File: config.mk
export PLATFORM = sky130hd
export DESIGN_NAME = lru_key_value_cache
export DESIGN_NICKNAME = d
export VERILOG_FILES = /design/src/design/lru_kv_pkg.sv /design/src/design/lru_key_value_cache.sv
export SDC_FILE = /design/constraint.sdc
export NUM_CORES = 2
export LEC_CHECK = 0
export BUFFER_PORTS_ARGS = -buffer_cell sky130_fd_sc_hd__buf_2
export CELL_PAD_IN_SITES_DETAIL_PLACEMENT = 2
export CELL_PAD_IN_SITES_GLOBAL_PLACEMENT = 2
export CORE_AREA = 2 2 295 516
export CTS_CLUSTER_SIZE = 12
export DETAILED_ROUTE_END_ITERATION = 7
export DIE_AREA = 0 0 297 518
export PLACE_DENSITY_LB_ADDON = 0.1
export REMOVE_ABC_BUFFERS = 1
export SLEW_MARGIN = 20
export SYNTH_ARGS = -nofsm -noshare
export SYNTH_HDL_FRONTEND = slang
export SYNTH_SLANG_ARGS = --single-unit
File: constraint.sdc
create_clock -name clk_i -period 5.3 [get_ports clk_i]
set_input_delay 1.06 -clock clk_i [delete_from_list [all_inputs] [get_ports clk_i]]
set_output_delay 1.06 -clock clk_i [all_outputs]
set_load 0.005 [all_outputs]
File: src/design/lru_kv_pkg.sv
`timescale 1ns / 1ps
`default_nettype none

package lru_kv_pkg;

  // storage geometry
  localparam int ENTRIES = 16;
  localparam int IDX_W   = (ENTRIES > 1) ? $clog2(ENTRIES) : 1;
  localparam int CNT_W   = $clog2(ENTRIES + 1);

  // field widths
  localparam int KEY_W  = 32;
  localparam int DATA_W = 32;
  localparam int CAP_W  = 5;

  // capacity after reset
  localparam logic [CAP_W-1:0] CAP_RESET = CAP_W'(16);

  // operation carried on the input tuser
  typedef enum logic {
    FUNC_GET = 1'b0,
    FUNC_PUT = 1'b1
  } func_e;

endpackage

`default_nettype wire

File: src/design/lru_key_value_cache.sv
// Fully associative key-value cache with least-recently-used replacement.
//
// Input channel s_axis: tuser[0] selects get (0) or put (1), tdata carries
// the key (bits 31:0) and the value to store on a put (bits 63:32).
// Output channel m_axis: one item per input item. tdata holds the value read
// (stored value on a get hit, all ones on a get miss, zero on a put) in bits
// 31:0 and the evicted key in bits 63:32; tuser[0] flags that the key was
// present, tuser[1] that a put evicted the least recent entry.
// Config channel cfg: writes the capacity (0 acts as 1, above 16 as 16).
//
// Each accepted item moves from the input register to the output register.
// One item is accepted every cycle unless stalled: the input register feeds
// a single pass of parallel key compares and rank updates over all 16
// entries, which writes entry state and output register at the same edge.
// Reset empties the cache and sets the capacity to 16; no clearing pass.
// While the receiver stalls, the output register holds its item and the
// input register takes one more item, then tready drops until the output
// drains.
`timescale 1ns / 1ps
`default_nettype none

module lru_key_value_cache (
  input  logic                               clk_i,
  input  logic                               rst_ni,
  // config write
  input  logic                               cfg_valid_i,
  output logic                               cfg_ready_o,
  input  logic [lru_kv_pkg::CAP_W-1:0]       cfg_data_i,
  // input items
  input  logic                               s_axis_tvalid,
  output logic                               s_axis_tready,
  input  logic [lru_kv_pkg::KEY_W+lru_kv_pkg::DATA_W-1:0] s_axis_tdata,  // key, value
  input  logic [0:0]                         s_axis_tuser,                // func
  // result items
  output logic                               m_axis_tvalid,
  input  logic                               m_axis_tready,
  output logic [lru_kv_pkg::DATA_W+lru_kv_pkg::KEY_W-1:0] m_axis_tdata,  // read_value, evicted_key
  output logic [1:0]                         m_axis_tuser                 // found, evicted
);

  import lru_kv_pkg::*;

  // control and status registers
  logic [CAP_W-1:0]  cap_q;
  logic [ENTRIES-1:0] valid_q, valid_d;
  logic [IDX_W-1:0]  age_q [ENTRIES];
  logic [IDX_W-1:0]  age_d [ENTRIES];
  logic [CNT_W-1:0]  occ_q, occ_d;

  // entry payload, undefined until written
  logic [KEY_W-1:0]  key_q [ENTRIES];
  logic [DATA_W-1:0] val_q [ENTRIES];

  // input register
  logic              in_valid_q;
  func_e             in_func_q;
  logic [KEY_W-1:0]  in_key_q;
  logic [DATA_W-1:0] in_val_q;

  // output register
  logic              out_valid_q;
  logic              out_found_q, out_found_d;
  logic              out_ev_q, out_ev_d;
  logic [DATA_W-1:0] out_rd_q, out_rd_d;
  logic [KEY_W-1:0]  out_evk_q, out_evk_d;

  // single pass signals
  logic              adv;
  logic              fire;
  logic [ENTRIES-1:0] hit_vec, lru_vec;
  logic              hit_any, free_any, need_evict, do_insert;
  logic [IDX_W-1:0]  hit_idx, lru_idx, free_idx, slot_idx, wr_idx;
  logic [IDX_W-1:0]  hit_age, lru_age;
  logic [DATA_W-1:0] hit_val;
  logic [KEY_W-1:0]  lru_key;
  logic [CNT_W-1:0]  eff_cap;
  logic              wr_key_en, wr_val_en;

  // handshakes
  assign cfg_ready_o   = 1'b1;
  assign adv           = !out_valid_q || m_axis_tready;
  assign s_axis_tready = !in_valid_q || adv;
  assign fire          = in_valid_q && adv;

  assign m_axis_tvalid = out_valid_q;
  assign m_axis_tdata  = {out_evk_q, out_rd_q};
  assign m_axis_tuser  = {out_ev_q, out_found_q};

  // effective capacity clamp
  always_comb begin
    if (cap_q == '0) begin
      eff_cap = CNT_W'(1);
    end else if ({1'b0, cap_q} > (CAP_W+1)'(ENTRIES)) begin
      eff_cap = CNT_W'(ENTRIES);
    end else begin
      eff_cap = CNT_W'(cap_q);
    end
  end

  // parallel lookup over all entries
  assign lru_age = IDX_W'(occ_q - CNT_W'(1));

  always_comb begin
    hit_val  = '0;
    hit_age  = '0;
    lru_key  = '0;
    hit_idx  = '0;
    lru_idx  = '0;
    free_idx = '0;
    free_any = 1'b0;
    for (int i = 0; i < ENTRIES; i++) begin
      hit_vec[i] = valid_q[i] && (key_q[i] == in_key_q);
      lru_vec[i] = valid_q[i] && (occ_q != '0) && (age_q[i] == lru_age);
      hit_val    = hit_val | (hit_vec[i] ? val_q[i] : '0);
      hit_age    = hit_age | (hit_vec[i] ? age_q[i] : '0);
      lru_key    = lru_key | (lru_vec[i] ? key_q[i] : '0);
      hit_idx    = hit_idx | (hit_vec[i] ? IDX_W'(i) : '0);
      lru_idx    = lru_idx | (lru_vec[i] ? IDX_W'(i) : '0);
    end
    // lowest free slot
    for (int i = ENTRIES - 1; i >= 0; i--) begin
      if (!valid_q[i]) begin
        free_idx = IDX_W'(i);
        free_any = 1'b1;
      end
    end
    hit_any = |hit_vec;
  end

  // next state and result
  always_comb begin
    valid_d     = valid_q;
    age_d       = age_q;
    occ_d       = occ_q;
    out_found_d = 1'b0;
    out_rd_d    = '0;
    out_ev_d    = 1'b0;
    out_evk_d   = '0;
    wr_key_en   = 1'b0;
    wr_val_en   = 1'b0;
    wr_idx      = free_idx;
    need_evict  = ({1'b0, occ_q} + (CNT_W+1)'(1) > {1'b0, eff_cap}) && (occ_q != '0);
    do_insert   = free_any || need_evict;
    slot_idx    = free_any ? free_idx : lru_idx;

    if (fire) begin
      if (hit_any) begin
        // hit: read or overwrite, then promote
        out_found_d = 1'b1;
        if (in_func_q == FUNC_GET) begin
          out_rd_d = hit_val;
        end else begin
          wr_val_en = 1'b1;
          wr_idx    = hit_idx;
        end
        for (int i = 0; i < ENTRIES; i++) begin
          if (valid_q[i] && age_q[i] < hit_age) begin
            age_d[i] = age_q[i] + IDX_W'(1);
          end
        end
        age_d[hit_idx] = '0;
      end else if (in_func_q == FUNC_GET) begin
        out_rd_d = '1;
      end else begin
        // miss on put: evict if over capacity, then insert as most recent
        if (need_evict) begin
          out_ev_d         = 1'b1;
          out_evk_d        = lru_key;
          valid_d[lru_idx] = 1'b0;
          occ_d            = occ_q - CNT_W'(1);
        end
        if (do_insert) begin
          for (int i = 0; i < ENTRIES; i++) begin
            if (valid_d[i]) begin
              age_d[i] = age_q[i] + IDX_W'(1);
            end
          end
          valid_d[slot_idx] = 1'b1;
          age_d[slot_idx]   = '0;
          occ_d             = occ_d + CNT_W'(1);
          wr_key_en         = 1'b1;
          wr_val_en         = 1'b1;
          wr_idx            = slot_idx;
        end
      end
    end
  end

  // control state
  always_ff @(posedge clk_i or negedge rst_ni) begin
    if (!rst_ni) begin
      cap_q       <= CAP_RESET;
      valid_q     <= '0;
      occ_q       <= '0;
      in_valid_q  <= 1'b0;
      out_valid_q <= 1'b0;
      for (int i = 0; i < ENTRIES; i++) begin
        age_q[i] <= '0;
      end
    end else begin
      if (cfg_valid_i) begin
        cap_q <= cfg_data_i;
      end
      valid_q <= valid_d;
      occ_q   <= occ_d;
      age_q   <= age_d;
      if (s_axis_tready) begin
        in_valid_q <= s_axis_tvalid;
      end
      if (adv) begin
        out_valid_q <= in_valid_q;
      end
    end
  end

  // entry payload
  always_ff @(posedge clk_i) begin
    if (wr_key_en) begin
      key_q[wr_idx] <= in_key_q;
    end
    if (wr_val_en) begin
      val_q[wr_idx] <= in_val_q;
    end
  end

  // input and output payload registers
  always_ff @(posedge clk_i) begin
    if (s_axis_tvalid && s_axis_tready) begin
      in_func_q <= func_e'(s_axis_tuser[0]);
      in_key_q  <= s_axis_tdata[KEY_W-1:0];
      in_val_q  <= s_axis_tdata[KEY_W+DATA_W-1:KEY_W];
    end
    if (fire) begin
      out_found_q <= out_found_d;
      out_rd_q    <= out_rd_d;
      out_ev_q    <= out_ev_d;
      out_evk_q   <= out_evk_d;
    end
  end

  // occupancy tracks the number of valid entries
  a_occ_count: assert property (@(posedge clk_i) disable iff (!rst_ni)
    $countones(valid_q) == int'(occ_q))
    else $error("occupancy does not match valid entries");

  // occupancy never exceeds the store
  a_occ_max: assert property (@(posedge clk_i) disable iff (!rst_ni)
    occ_q <= CNT_W'(ENTRIES))
    else $error("occupancy above entry count");

  // eviction only on a miss
  a_ev_miss: assert property (@(posedge clk_i) disable iff (!rst_ni)
    out_valid_q |-> !(out_found_q && out_ev_q))
    else $error("eviction reported on a hit");

  // a get never changes occupancy
  a_get_occ: assert property (@(posedge clk_i) disable iff (!rst_ni)
    (fire && in_func_q == FUNC_GET) |=> $stable(occ_q))
    else $error("get changed occupancy");

endmodule

`default_nettype wire
==> flow_metrics.tcl <==
set metrics [dict create \
    outcome "complete, but fails checks" \
    violations "negative setup slack" \
    slowest_delay_ns 1.08 \
    die-area_mm2 0.1538 \
    vias_per_cell 6.761 \
    clk_pin_slew_ns 0.06 \
    cts_buffers 131 \
    pre_cts_ws_ns -0.2504 \
    seq_area_frac_synth 0.6356 \
    rows 188 \
    pwr-share-comb 0.275 \
    synth_edf_count 1155 \
    avgSynthCellArea_um2 13.43 \
    yosys-top-cells-area "edfxtp_1 (60%), xnor2_1 (6.5%), dfrtp_1 (3.9%)" \
    dr_total_vias 47480 \
    setup.worst_path.class "register to register" \
    track_usage 0.4619 \
    path_max_fanout 30 \
    ctsHoldBuffers 0 \
    maxCapViolCount 0 \
    ys_ff_latch 1247 \
    setup_violations 13 \
    clock-root-buffer "clkbuf_16" \
    grt_pass1_vias 48870 \
    ys_async_sr_fraction 0.07378 \
    wl_met1_mm 105.8 \
    pwr-share-clk 0.308 \
    period_share 1.039 \
    crit_path_top_delay_cell "nand4_1" \
    syn_inst 4334 \
    cts_tree "done" \
    routabilityCongestion 1.114 \
    wire_per_inst_um 50.22 \
    cts_buffer_depth 3 \
    switching_power_mw 10.51 \
    core_mm2 0.1496 \
    powerDensity_mw_per_mm2 410.5 \
    synth_top_area_cell "edfxtp_1" \
    drc 0 \
    io_pins 144 \
    slew_headroom 0.1207 \
    slew_violations 0 \
    skew_ns 0.04840 \
    path_cells "inv_1 > ha_1 > or4b_1 > buf_4 > buf_4 > nand4_1 > nor3_2 > buf_4 > a22oi_1 > nand4_1 > nor2_1 > nor2_1" \
    synth_top_area_share 0.5960 \
    initial_core_util 0.3890 \
    fin_util 0.4715 \
    clock.fmax_mhz 181.6 \
    intPower_mw 18.44 \
    irDropWorstVdd_mv 0.3622 \
    drive_gt1_frac 0.2140 \
    synth_area_mm2 0.05819 \
    swShare 0.3631 \
    dp_hpwl_mm 258.9 \
    wl_met2_mm 166.6 \
    ys_types 94 \
    endpoint_kind "register" \
    hold_viol 0 \
    wl_met3_mm 30.00 \
    seqPwrFrac 0.417 \
    synth_flop_cell "edfxtp_1" \
    cp_common_cell "buf_4" \
    timing.setup.tns_ns -0.2554 \
    cp-start-kind "register" \
    first_pass_iters 5 \
    ys_warn_count 0 \
    clk_latency_ns 0.84 \
    fin_nets 5033 \
    antenna_found_initial 43 \
    critPathRequiredTime_ns 5.88 \
    setup_slack_ns -0.2071 \
    worstMarginPinSlew_ns 1.319 \
    arrival_ns 6.09 \
    routed.top_layer "met5" \
    fp.dieH_um 518 \
    p_total_mw 28.95 \
    drt_iter0_drc 5411 \
    area_growth_pct 21.21 \
    grt_overflow 0 \
    grt_pass1_wl_mm 469.7 \
    routed_wl_mm 352.7 \
    io_buffers 142 \
    dp.cells 6739 \
    cts_sinks 1247 \
    p_leak_nw 23.52 \
    register_area_mm2 0.03699 \
    cts_max_level 4 \
    multi_input_area_mm2 0.02056 \
    final.fill_count 14580 \
    ant_nets 0 \
    final_cells 7023 \
    hold_class "input port to asynchronous set/reset pin" \
    die_w_um 297 \
    fin_crit_ns 5.507 \
    grt_max_degree 59 \
]
[cells in the mapped netlist (18+ instances only)]
cell,count
o21ai_1,28
mux2_2,18
buf_2,23
clkbuf_1,129
a41oi_1,33
o22ai_1,20
inv_1,81
and3_1,47
nand4_1,251
a22oi_1,276
a31oi_1,20
a221oi_1,133
o21ai_0,64
dfrtp_1,91
ha_1,40
o2111ai_1,37
nand2b_1,132
nand3_1,134
nor3_1,75
nor2_1,205
a22o_1,157
nor4_1,70
edfxtp_1,1155
a21oi_1,38
xor2_1,82
nor2b_1,26
xnor2_1,435
and4_1,18
nand2_1,172
buf_4,61
buf_1,26
[metal layers]
metal  up-vias  GRT usage
li1      18290          -
met1     24700     0.4372
met2      3038     0.7319
met3      1426     0.1632
met4        32     0.5244
met5         -   0.009085
[cell type report]
cell class,instances,share of cell area
antenna,28,0.0009934
clock buffer,173,0.04946
clock inverter,42,0.005765
inverter,81,0.004346
multi-input combinational,2756,0.2914
sequential,1247,0.5244
tap,1995,0.03539
timing repair buffer,701,0.08823
[path summary, 6_finish.rpt]
kind	cells past startpoint	startpoint	to	slack [ns]
hold / removal	1	rst_ni	age_q[23]$_DFFE_PN0P_	0.37
hold reg to reg	1	in_valid_q$_DFFE_PN0N_	m_axis_tvalid$_DFFE_PN0P_	0.51
setup reg to reg	12	occ_q[1]$_DFFE_PN0P_	out_evk_q[19]$_SDFFCE_PP0P_	-0.21
max in group asynchronous	2	rst_ni	cap_q[4]$_DFFE_PN1P_	3.78
setup / recovery	12	occ_q[1]$_DFFE_PN0P_	out_evk_q[19]$_SDFFCE_PP0P_	-0.21
min in group clk_i	1	s_axis_tdata[20]	in_key_q[20]$_DFFE_PP_	0.40
[power groups by stage]
stage / Clock (mW) / Combinational [mW] / Sequential [mW]
floorplan: 0 / 2.92 / 12.1
global placement: 0 / 7.19 / 12.2
detailed placement: 0 / 7.30 / 12.2
CTS: 8.97 / 7.35 / 12.0
global route: 9.26 / 8.05 / 12.1
finish: 8.92 / 7.95 / 12.1
[state kept, by name, summed over array words and instances, names as in the netlist]
register,cells
valid_q,16
in_val_q,32
m_axis_tvalid,1
cap_q,5
out_ev_q,1
out_found_q,1
val_q,512
in_valid_q,1
out_rd_q,32
age_q,64
out_evk_q,32
in_func_q,1
key_q,512
in_key_q,32
occ_q,5
[cell usage in the layout (no fill, tap or decap), drive strengths merged, types with 9 or more instances in the layout]
| cell | count |
|---|---|
| xor2 | 82 |
| buf | 701 |
| a221oi | 134 |
| diode | 28 |
| a31oi | 20 |
| o31ai | 9 |
| clkinv | 37 |
| o221ai | 19 |
| nor4 | 76 |
| nand2 | 172 |
| clkbuf | 173 |
| o211ai | 9 |
| dfrtp | 91 |
| o22ai | 20 |
| or3 | 16 |
| mux2i | 11 |
| nand4 | 251 |
| nor3 | 81 |
| a22oi | 276 |
| nor2b | 26 |
| xnor2 | 436 |
| a22o | 157 |
| ha | 40 |
| a31o | 15 |
| and2 | 15 |
| edfxtp | 1155 |
| and4 | 18 |
| o2111ai | 37 |
| nor2 | 209 |
| o21ai | 100 |
| a21oi | 40 |
| inv | 84 |
| nand2b | 132 |
| a41oi | 34 |
| and3 | 48 |
| mux2 | 18 |
| xnor3 | 13 |
| or4 | 12 |
| nand3 | 134 |
| o21a | 16 |
[cell families after synthesis]
kind of cell,synth area share
AND/OR/NAND/NOR,0.1164
flip-flops,0.6356
other,0.00006444
multiplexers,0.005375
XOR/XNOR,0.08332
buffers and inverters,0.02720
adder cells (fa/ha/maj),0.009848
AO/OA/AOI/OAI,0.1222
[critical path: cells and delay by family, from the launching register on]
kind	cells	cell delay [ns]
buffers and inverters	4	0.91
AO/OA/AOI/OAI	1	1.05
flip-flops	1	0.46
adder cells (fa/ha/maj)	1	0.37
AND/OR/NAND/NOR	6	2.38
[metrics by stage]
| stage | hold WS, ns | instance area, um^2 |
|---|---|---|
| floorplan | 0.4572 | 56910 |
| global placement | 0.4706 | 65610 |
| detailed placement | 0.4947 | 65630 |
| CTS | 0.3818 | 69560 |
| global route | 0.3708 | 70470 |
| finish | 0.3708 | 70530 |
[timing repair]
action                     in CTS  in global routing
hold endpoints to repair        0                  0
setup buffers                   1                 19
resized for setup               4                 32
setup endpoints to repair     944               1089
pin swaps                       0                  8
No activity file was read; power rests on OpenSTA's default activity.
